### config.mk
export PLATFORM = sky130hd
export DESIGN_NAME = accel_motion_ir_led_control_unit
export DESIGN_NICKNAME = d
export VERILOG_FILES = /design/src/hw/rtl/amilc_pkg.sv /design/src/hw/rtl/amilc_accum.sv /design/src/hw/rtl/amilc_mode.sv /design/src/hw/rtl/accel_motion_ir_led_control_unit.sv
export SDC_FILE = /design/constraint.sdc
export NUM_CORES = 2
export LEC_CHECK = 0
export BUFFER_PORTS_ARGS = -buffer_cell sky130_fd_sc_hd__clkbuf_2
export CAP_MARGIN = 0
export CORE_ASPECT_RATIO = 0.7
export CORE_MARGIN = 1.5
export CORE_UTILIZATION = 45
export DETAILED_ROUTE_END_ITERATION = 8
export GPL_TIMING_DRIVEN = 0
export HOLD_SLACK_MARGIN = 0.15
export PLACE_DENSITY = 0.6
export SYNTH_ARGS = -nofsm -noshare
export SYNTH_HDL_FRONTEND = slang
export SYNTH_HIERARCHICAL = 1
export SYNTH_SLANG_ARGS = --single-unit
### constraint.sdc
create_clock -name clk_i -period 6.1 [get_ports clk_i]
set_clock_uncertainty 0.05 [all_clocks]
set_input_delay 0.305 -clock clk_i [delete_from_list [all_inputs] [get_ports clk_i]]
set_output_delay 0.305 -clock clk_i [all_outputs]
set_load 0.02 [all_outputs]
### src/hw/rtl/amilc_pkg.sv
package amilc_pkg;

  localparam int SAMPLE_BITS = 16;
  localparam int MAX_WINDOW  = 4096;
  localparam int DIFF_W      = SAMPLE_BITS + 1;
  localparam int SUM_W       = 32;
  localparam int CNT_W       = 16;
  localparam int RUN_W       = 16;
  localparam int THR_W       = 16;
  localparam int WIN_W       = 13;
  localparam int LIMIT_W     = THR_W + CNT_W;
  localparam int CFG_IDX_W   = 8;
  localparam int CFG_DATA_W  = 16;

  localparam logic [CFG_IDX_W-1:0] CFG_AVG_THRESH     = CFG_IDX_W'(0);
  localparam logic [CFG_IDX_W-1:0] CFG_WINDOW_SAMPLES = CFG_IDX_W'(1);
  localparam logic [CFG_IDX_W-1:0] CFG_MOTION_NEEDED  = CFG_IDX_W'(2);
  localparam logic [CFG_IDX_W-1:0] CFG_QUIET_NEEDED   = CFG_IDX_W'(3);

  localparam logic [THR_W-1:0] RST_AVG_THRESH     = THR_W'(4096);
  localparam logic [WIN_W-1:0] RST_WINDOW_SAMPLES = WIN_W'(200);
  localparam logic [RUN_W-1:0] RST_MOTION_NEEDED  = RUN_W'(5);
  localparam logic [RUN_W-1:0] RST_QUIET_NEEDED   = RUN_W'(60);

  localparam logic [1:0] MODE_OFF   = 2'd0;
  localparam logic [1:0] MODE_ON    = 2'd1;
  localparam logic [1:0] MODE_PULSE = 2'd2;

  typedef struct packed {
    logic signed [SAMPLE_BITS-1:0] accel_x;
    logic signed [SAMPLE_BITS-1:0] accel_y;
    logic signed [SAMPLE_BITS-1:0] accel_z;
    logic                          buffer_end;
    logic                          ircut_on;
  } in_word_t;

  typedef struct packed {
    logic       motion_seen;
    logic       led_write;
    logic [1:0] led_level;
    logic [1:0] ir_mode_now;
  } out_word_t;

  typedef struct packed {
    logic [THR_W-1:0] avg_thresh;
    logic [WIN_W-1:0] window_samples;
    logic [RUN_W-1:0] motion_needed;
    logic [RUN_W-1:0] quiet_needed;
  } cfg_t;

  // closed window as it leaves the accumulator
  typedef struct packed {
    logic [SUM_W-1:0] sum_x;
    logic [SUM_W-1:0] sum_y;
    logic [SUM_W-1:0] sum_z;
    logic [CNT_W-1:0] count;
    logic             ircut_on;
  } window_t;

  // window with its motion limit worked out
  typedef struct packed {
    logic [SUM_W-1:0]   sum_x;
    logic [SUM_W-1:0]   sum_y;
    logic [SUM_W-1:0]   sum_z;
    logic [LIMIT_W-1:0] limit;
    logic               ircut_on;
  } judged_t;

  function automatic logic [SAMPLE_BITS-1:0] abs_diff(
    input logic signed [SAMPLE_BITS-1:0] a,
    input logic signed [SAMPLE_BITS-1:0] b
  );
    logic signed [DIFF_W-1:0] d;
    logic        [DIFF_W-1:0] m;
    d = DIFF_W'(a) - DIFF_W'(b);
    m = d[DIFF_W-1] ? DIFF_W'(-d) : DIFF_W'(d);
    return m[SAMPLE_BITS-1:0];
  endfunction

  function automatic logic [SUM_W-1:0] sat_add(
    input logic [SUM_W-1:0]       s,
    input logic [SAMPLE_BITS-1:0] d
  );
    logic [SUM_W:0] t;
    t = {1'b0, s} + (SUM_W+1)'(d);
    return t[SUM_W] ? {SUM_W{1'b1}} : t[SUM_W-1:0];
  endfunction

  function automatic logic [CNT_W-1:0] sat_inc(input logic [CNT_W-1:0] v);
    return (v == {CNT_W{1'b1}}) ? v : v + CNT_W'(1);
  endfunction

endpackage

### src/hw/rtl/amilc_accum.sv
module amilc_accum
  import amilc_pkg::*;
(
  input  logic             clk_i,
  input  logic             rst_ni,
  input  logic             fire_i,
  input  in_word_t         word_i,
  input  logic [WIN_W-1:0] window_samples_i,
  output logic             close_o,
  output window_t          window_o
);

  logic signed [SAMPLE_BITS-1:0] prev_x_q, prev_y_q, prev_z_q;
  logic        [SUM_W-1:0]       sum_x_q, sum_y_q, sum_z_q;
  logic        [SUM_W-1:0]       sum_x_d, sum_y_d, sum_z_d;
  logic        [CNT_W-1:0]       count_q, count_d;
  logic                          primed_q;
  logic        [CNT_W-1:0]       ws_ext;
  logic        [CNT_W-1:0]       win_lim;

  assign sum_x_d = sat_add(sum_x_q, abs_diff(word_i.accel_x, prev_x_q));
  assign sum_y_d = sat_add(sum_y_q, abs_diff(word_i.accel_y, prev_y_q));
  assign sum_z_d = sat_add(sum_z_q, abs_diff(word_i.accel_z, prev_z_q));
  assign count_d = sat_inc(count_q);

  // clamp the window to the largest supported size
  assign ws_ext  = CNT_W'(window_samples_i);
  assign win_lim = (ws_ext > CNT_W'(MAX_WINDOW)) ? CNT_W'(MAX_WINDOW) : ws_ext;

  assign close_o = primed_q && word_i.buffer_end && (count_d >= win_lim);

  assign window_o = '{sum_x:    sum_x_d,
                      sum_y:    sum_y_d,
                      sum_z:    sum_z_d,
                      count:    count_d,
                      ircut_on: word_i.ircut_on};

  always_ff @(posedge clk_i or negedge rst_ni) begin
    if (!rst_ni) begin
      prev_x_q <= '0;
      prev_y_q <= '0;
      prev_z_q <= '0;
      sum_x_q  <= '0;
      sum_y_q  <= '0;
      sum_z_q  <= '0;
      count_q  <= '0;
      primed_q <= 1'b0;
    end else if (fire_i) begin
      prev_x_q <= word_i.accel_x;
      prev_y_q <= word_i.accel_y;
      prev_z_q <= word_i.accel_z;
      if (!primed_q) begin
        // first buffer only loads the previous sample
        if (word_i.buffer_end) begin
          primed_q <= 1'b1;
        end
      end else if (close_o) begin
        sum_x_q <= '0;
        sum_y_q <= '0;
        sum_z_q <= '0;
        count_q <= '0;
      end else begin
        sum_x_q <= sum_x_d;
        sum_y_q <= sum_y_d;
        sum_z_q <= sum_z_d;
        count_q <= count_d;
      end
    end
  end

endmodule

### src/hw/rtl/amilc_mode.sv
module amilc_mode
  import amilc_pkg::*;
(
  input  logic             clk_i,
  input  logic             rst_ni,
  input  logic             step_i,
  input  judged_t          judged_i,
  input  logic [RUN_W-1:0] motion_needed_i,
  input  logic [RUN_W-1:0] quiet_needed_i,
  output out_word_t        result_o
);

  logic [RUN_W-1:0] motion_run_q, motion_run_d;
  logic [RUN_W-1:0] quiet_run_q, quiet_run_d, quiet_mid;
  logic [RUN_W-1:0] motion_inc;
  logic [1:0]       mode_q, mode_d, mode_mid;
  logic [1:0]       level;
  logic             motion;
  logic             write;

  assign motion = (judged_i.sum_x > judged_i.limit) ||
                  (judged_i.sum_y > judged_i.limit) ||
                  (judged_i.sum_z > judged_i.limit);

  assign motion_inc = sat_inc(motion_run_q);

  always_comb begin
    write        = 1'b0;
    level        = MODE_OFF;
    motion_run_d = motion_run_q;
    quiet_mid    = quiet_run_q;
    mode_mid     = mode_q;
    if (motion) begin
      motion_run_d = motion_inc;
      if (motion_inc > motion_needed_i) begin
        quiet_mid = '0;
        mode_mid  = MODE_ON;
        if (mode_q != MODE_ON) begin
          write = judged_i.ircut_on;
          level = MODE_ON;
        end
      end
    end else begin
      quiet_mid    = sat_inc(quiet_run_q);
      motion_run_d = '0;
    end

    // quiet check follows every window, motion ones too
    quiet_run_d = quiet_mid;
    mode_d      = mode_mid;
    if (quiet_mid > quiet_needed_i) begin
      mode_d      = (mode_mid == MODE_PULSE) ? MODE_OFF : MODE_PULSE;
      write       = judged_i.ircut_on;
      level       = mode_d;
      quiet_run_d = '0;
    end
  end

  assign result_o = '{motion_seen: motion,
                      led_write:   write,
                      led_level:   write ? level : MODE_OFF,
                      ir_mode_now: mode_d};

  always_ff @(posedge clk_i or negedge rst_ni) begin
    if (!rst_ni) begin
      motion_run_q <= '0;
      quiet_run_q  <= '0;
      mode_q       <= MODE_ON;
    end else if (step_i) begin
      motion_run_q <= motion_run_d;
      quiet_run_q  <= quiet_run_d;
      mode_q       <= mode_d;
    end
  end

  a_motion_run_up: assert property (@(posedge clk_i) disable iff (!rst_ni)
    step_i && motion |=> motion_run_q != '0)
    else $error("motion run did not advance on a motion window");

  a_motion_run_clear: assert property (@(posedge clk_i) disable iff (!rst_ni)
    step_i && !motion |=> motion_run_q == '0)
    else $error("motion run not cleared on a quiet window");

  a_no_write_filter_off: assert property (@(posedge clk_i) disable iff (!rst_ni)
    step_i && !judged_i.ircut_on |-> !result_o.led_write)
    else $error("LED write issued with IR-cut filter off");

  a_mode_held: assert property (@(posedge clk_i) disable iff (!rst_ni)
    !step_i |=> $stable(mode_q))
    else $error("IR mode changed without a window");

endmodule

### src/hw/rtl/accel_motion_ir_led_control_unit.sv
// A result is registered in stage one (accumulate), stage two (limit multiply) and
// the output register (run-counter update); output stalls hold it back.
// Throughput: one sample per cycle without output stalls; the threshold-by-count multiply has its own stage.
// Samples that close no window produce no result word.
// Reset (rst_ni, async, active low): registers to defaults, IR mode on, sums,
// counters and previous samples cleared, pipeline emptied.
module accel_motion_ir_led_control_unit
  import amilc_pkg::*;
(
  input  logic                  clk_i,
  input  logic                  rst_ni,
  input  logic                  in_valid_i,
  output logic                  in_ready_o,
  input  in_word_t              in_word_i,
  output logic                  out_valid_o,
  input  logic                  out_ready_i,
  output out_word_t             out_word_o,
  input  logic                  cfg_valid_i,
  output logic                  cfg_ready_o,
  input  logic [CFG_IDX_W-1:0]  cfg_index_i,
  input  logic [CFG_DATA_W-1:0] cfg_data_i
);

  cfg_t      cfg_q;
  logic      in_fire;
  logic      close;
  window_t   window;
  logic      s1_valid_q, s2_valid_q, out_valid_q;
  window_t   s1_q;
  judged_t   s2_q;
  out_word_t out_q;
  out_word_t result;
  logic      s1_en, s2_en, out_en;
  logic      mode_step;

  assign cfg_ready_o = 1'b1;

  always_ff @(posedge clk_i or negedge rst_ni) begin
    if (!rst_ni) begin
      cfg_q <= '{avg_thresh:     RST_AVG_THRESH,
                 window_samples: RST_WINDOW_SAMPLES,
                 motion_needed:  RST_MOTION_NEEDED,
                 quiet_needed:   RST_QUIET_NEEDED};
    end else if (cfg_valid_i) begin
      case (cfg_index_i)
        CFG_AVG_THRESH:     cfg_q.avg_thresh     <= cfg_data_i[THR_W-1:0];
        CFG_WINDOW_SAMPLES: cfg_q.window_samples <= cfg_data_i[WIN_W-1:0];
        CFG_MOTION_NEEDED:  cfg_q.motion_needed  <= cfg_data_i[RUN_W-1:0];
        CFG_QUIET_NEEDED:   cfg_q.quiet_needed   <= cfg_data_i[RUN_W-1:0];
        default: ;
      endcase
    end
  end

  // each stage loads when empty or when its word moves on
  assign out_en     = !out_valid_q || out_ready_i;
  assign s2_en      = !s2_valid_q || out_en;
  assign s1_en      = !s1_valid_q || s2_en;
  assign in_ready_o = s1_en;
  assign in_fire    = in_valid_i && s1_en;
  assign mode_step  = s2_valid_q && out_en;

  amilc_accum u_accum (
    .clk_i            (clk_i),
    .rst_ni           (rst_ni),
    .fire_i           (in_fire),
    .word_i           (in_word_i),
    .window_samples_i (cfg_q.window_samples),
    .close_o          (close),
    .window_o         (window)
  );

  always_ff @(posedge clk_i or negedge rst_ni) begin
    if (!rst_ni) begin
      s1_valid_q  <= 1'b0;
      s2_valid_q  <= 1'b0;
      out_valid_q <= 1'b0;
    end else begin
      if (s1_en) begin
        s1_valid_q <= in_fire && close;
      end
      if (s2_en) begin
        s2_valid_q <= s1_valid_q;
      end
      if (out_en) begin
        out_valid_q <= s2_valid_q;
      end
    end
  end

  always_ff @(posedge clk_i) begin
    if (s1_en) begin
      s1_q <= window;
    end
    if (s2_en) begin
      s2_q.sum_x    <= s1_q.sum_x;
      s2_q.sum_y    <= s1_q.sum_y;
      s2_q.sum_z    <= s1_q.sum_z;
      s2_q.limit    <= LIMIT_W'(cfg_q.avg_thresh) * LIMIT_W'(s1_q.count);
      s2_q.ircut_on <= s1_q.ircut_on;
    end
    if (out_en) begin
      out_q <= result;
    end
  end

  amilc_mode u_mode (
    .clk_i           (clk_i),
    .rst_ni          (rst_ni),
    .step_i          (mode_step),
    .judged_i        (s2_q),
    .motion_needed_i (cfg_q.motion_needed),
    .quiet_needed_i  (cfg_q.quiet_needed),
    .result_o        (result)
  );

  assign out_valid_o = out_valid_q;
  assign out_word_o  = out_q;

  a_s1_hold: assert property (@(posedge clk_i) disable iff (!rst_ni)
    s1_valid_q && !s2_en |=> s1_valid_q && $stable(s1_q))
    else $error("window dropped or changed while stage two was full");

  a_s2_hold: assert property (@(posedge clk_i) disable iff (!rst_ni)
    s2_valid_q && !out_en |=> s2_valid_q && $stable(s2_q))
    else $error("judged window dropped or changed while output was full");

  a_s1_moves: assert property (@(posedge clk_i) disable iff (!rst_ni)
    s1_valid_q && s2_en |=> s2_valid_q)
    else $error("window lost between stage one and stage two");

  a_no_accept_full: assert property (@(posedge clk_i) disable iff (!rst_ni)
    s1_valid_q && s2_valid_q && out_valid_q && !out_ready_i |-> !in_ready_o)
    else $error("input accepted with the pipeline full");

endmodule

==> results_dict.tcl <==
set metrics [dict create \
    numCtsBuffers 51 \
    hpwl_um 76000 \
    r2r_start "cfg_q[46]" \
    ys_types 102 \
    p_per_area_mw_per_mm2 366 \
    irDropWorstVdd_mv 0.303 \
    ys.flop_type "edfxtp_1" \
    cap_violations 0 \
    final_common_cell "nand2_1" \
    netlist_area_mm2 0.0379 \
    setup_viol 0 \
    async_reset_ff_frac 0.511 \
    status "finished, final reports clean" \
    relSlewSlack 0.299 \
    min_path_type "in -> async" \
    placed_cells 5070 \
    worstSkewPairLatency_ns 0.62 \
    row_count 88 \
    startpoint "cfg_q[46]" \
    p_leak_uw 0.0203 \
    finalCritPeriodShare 0.976 \
    drt_wl_total_um 103000 \
    crit_required_ns 6.38 \
    gp_congestion 0.902 \
    avgRoutedWirePerCell_um 19.3 \
    endpoint_kind "flip-flop" \
    cts_buffer_depth 3 \
    drc 0 \
    nets 4772 \
    cts_root_buf "clkbuf_16" \
    regToRegSetupSlack_ns 0.15 \
    yosysTopAreaCell "edfxtp_1" \
    grt_antenna_before_repair 5 \
    seq_area_frac_synth 0.368 \
    dieArea_mm2 0.0860 \
    vias 28800 \
    crit_type "reg -> reg" \
    drtIter0Drc 2162 \
    synth_edf_count 248 \
    synth_area_leaders "edfxtp_1 (20%), dfrtp_1 (16%), ha_1 (12%)" \
    dr.pass1.iters 6 \
    avgViaCountPerCell 5.43 \
    layout_common_cells "nand2_1 (454), inv_1 (421), ha_1 (344), edfxtp_1 (248), dfrtp_1 (234)" \
    grt_util_all_layers 0.240 \
    yosysTopAreaCellShare 0.196 \
    path_clk_slew_ns 0.07 \
    synth-warning-count 6 \
    synthCells 3854 \
    grt_pass1_wl_um 161000 \
    critPathLaunchType "flip-flop" \
    final_cells 5307 \
    fin_ws_ns 0.149 \
    drv_slew 0 \
    postRouteAntennaNets 0 \
    numPortBuffers 85 \
    fmax_mhz 168 \
    syn_area_per_cell_um2 9.84 \
    fp.coreArea_mm2 0.0829 \
    ys_ff_latch 507 \
    cts_tree "yes" \
    area_delta_synth_final_pct 15.3 \
    min_period_ns 5.95 \
    total_power_uw 16000 \
    cp.arrival_ns 6.23 \
    postLayoutCoreUtil 0.527 \
    post-place-ws_ns -1.31 \
    die_w_um 350 \
    tightest_slew_ns 1.05 \
    grt_max_degree 105 \
    cts.sinks 507 \
    first_global_vias 27900 \
    die_h_um 246 \
    syn_nets 4486 \
    cp_max_fo 10 \
    io_pins 88 \
    grt_overflow_total 0 \
    final-hold-violation-count 0 \
    cts_max_level 2 \
    drive_gt1_frac 0.129 \
    initial_utilization 0.457 \
]
-- cell families after synthesis --
logic type               after synthesis  share of synthesized area
multiplexers                          90                     0.0262
XOR/XNOR                             179                     0.0414
buffers and inverters                563                     0.0574
AO/OA/AOI/OAI                        795                      0.136
flip-flops                           507                      0.368
AND/OR/NAND/NOR                     1166                      0.149
adder cells (fa/ha/maj)              553                      0.222
other                                  1                  0.0000989
-- routing by layer --
layer  track usage  wire, um  vias up
li1              -         -    14000
met1         0.366     50600    13900
met2         0.358     43100      866
met3        0.0413      7280      101
met4        0.0436      1660        2
met5             0        13        -
-- per-stage QoR --
step	TNS (ns)	area, um2	hold WS (ns)
final	0	43700	0.273
after global routing	-0.751	43700	0.295
after CTS	0	43000	0.253
after detailed placement	-117.76	39900	0.344
after global placement	-842.73	39700	0.351
after floorplan	0	37900	-0.0406
-- registers in the layout, summed over array words and instances (netlist names), 2 cells and up --
register,flops
u_mode/mode_q,2
s2_q,129
u_mode/quiet_run_q,16
u_accum/prev_z_q,16
s1_q,113
u_accum/sum_x_q,32
cfg_q,61
out_word_o,6
u_accum/count_q,16
u_accum/sum_z_q,32
u_accum/prev_y_q,16
u_mode/motion_run_q,16
u_accum/sum_y_q,32
u_accum/prev_x_q,16
-- synth_stat cells (all sizes together) (7+ instances only) --
cell type and number:
dfstp 11, fa 200, or2 15, nand2 459, a21o 66, or3 15, o211ai 13, nand4 49
mux2 74, a31oi 33, ha 353, and3 54, a22o 35, a21oi 221, a2111oi 7, a41oi 8
mux2i 16, edfxtp 248, a41o 7, buf 35, inv 425, dfrtp 248, o31ai 27, a221o 7
nand3 104, a31o 16, nor3 51, o21bai 14, and2 136, a211oi 27, xnor2 107, o21ai 206
nor2 172, nand2b 34, xor2 72, clkbuf 103, o21a 39, nor4 19, or4 7, nor2b 31
o31a 8
-- cell type report --
| cell class | count | area [um2] |
|---|---|---|
| tap | 1125 | 1410 |
| fill | 7543 | 39200 |
| multi-input combinational | 2784 | 22300 |
| antenna | 1 | 2.50 |
| clock inverter | 26 | 248 |
| clock buffer | 68 | 1420 |
| buffer | 131 | 805 |
| sequential | 507 | 14000 |
| timing repair buffer | 240 | 1940 |
| inverter | 425 | 1600 |
-- worst max-delay path: stages, from the launching register on --
cell and delay (ns):
dfrtp_2 0.49, buf_4 0.26, nand2_1 0.10, fa_1 0.50, fa_1 0.55, inv_1 0.06
fa_1 0.59, fa_1 0.48, fa_1 0.56, inv_1 0.06, fa_1 0.51, inv_1 0.06
ha_1 0.29, buf_6 0.14, a21oi_4 0.07, o211ai_1 0.13, a41oi_2 0.19, a211oi_4 0.35
a21oi_2 0.10, xnor2_1 0.15
-- report_power, final --
part	switching, uW	internal (uW)	leakage, uW
sequential	431	4710	0.00618
clock	1390	1810	0.000814
combinational	4600	3080	0.0133
total	6420	9600	0.0203
-- worst paths after layout --
path,to,cells after the start
hold / removal,cfg_q[56],2
hold reg to reg,s2_q[74],0
max in group asynchronous,u_accum/prev_z_q[8],3
setup reg to reg,s2_q[31],19
setup / recovery,s2_q[31],19
min in group clk_i,cfg_q[33],6
-- timing repair --
item,CTS,global route
endpoints found under the setup margin,223,182
endpoints found under the hold margin,186,0
hold buffers,73,0
gates cloned,1,0
gates resized for setup,146,119
pin swaps,20,67
setup buffers,35,40
Note: power is estimated with default switching activity, not from simulation.
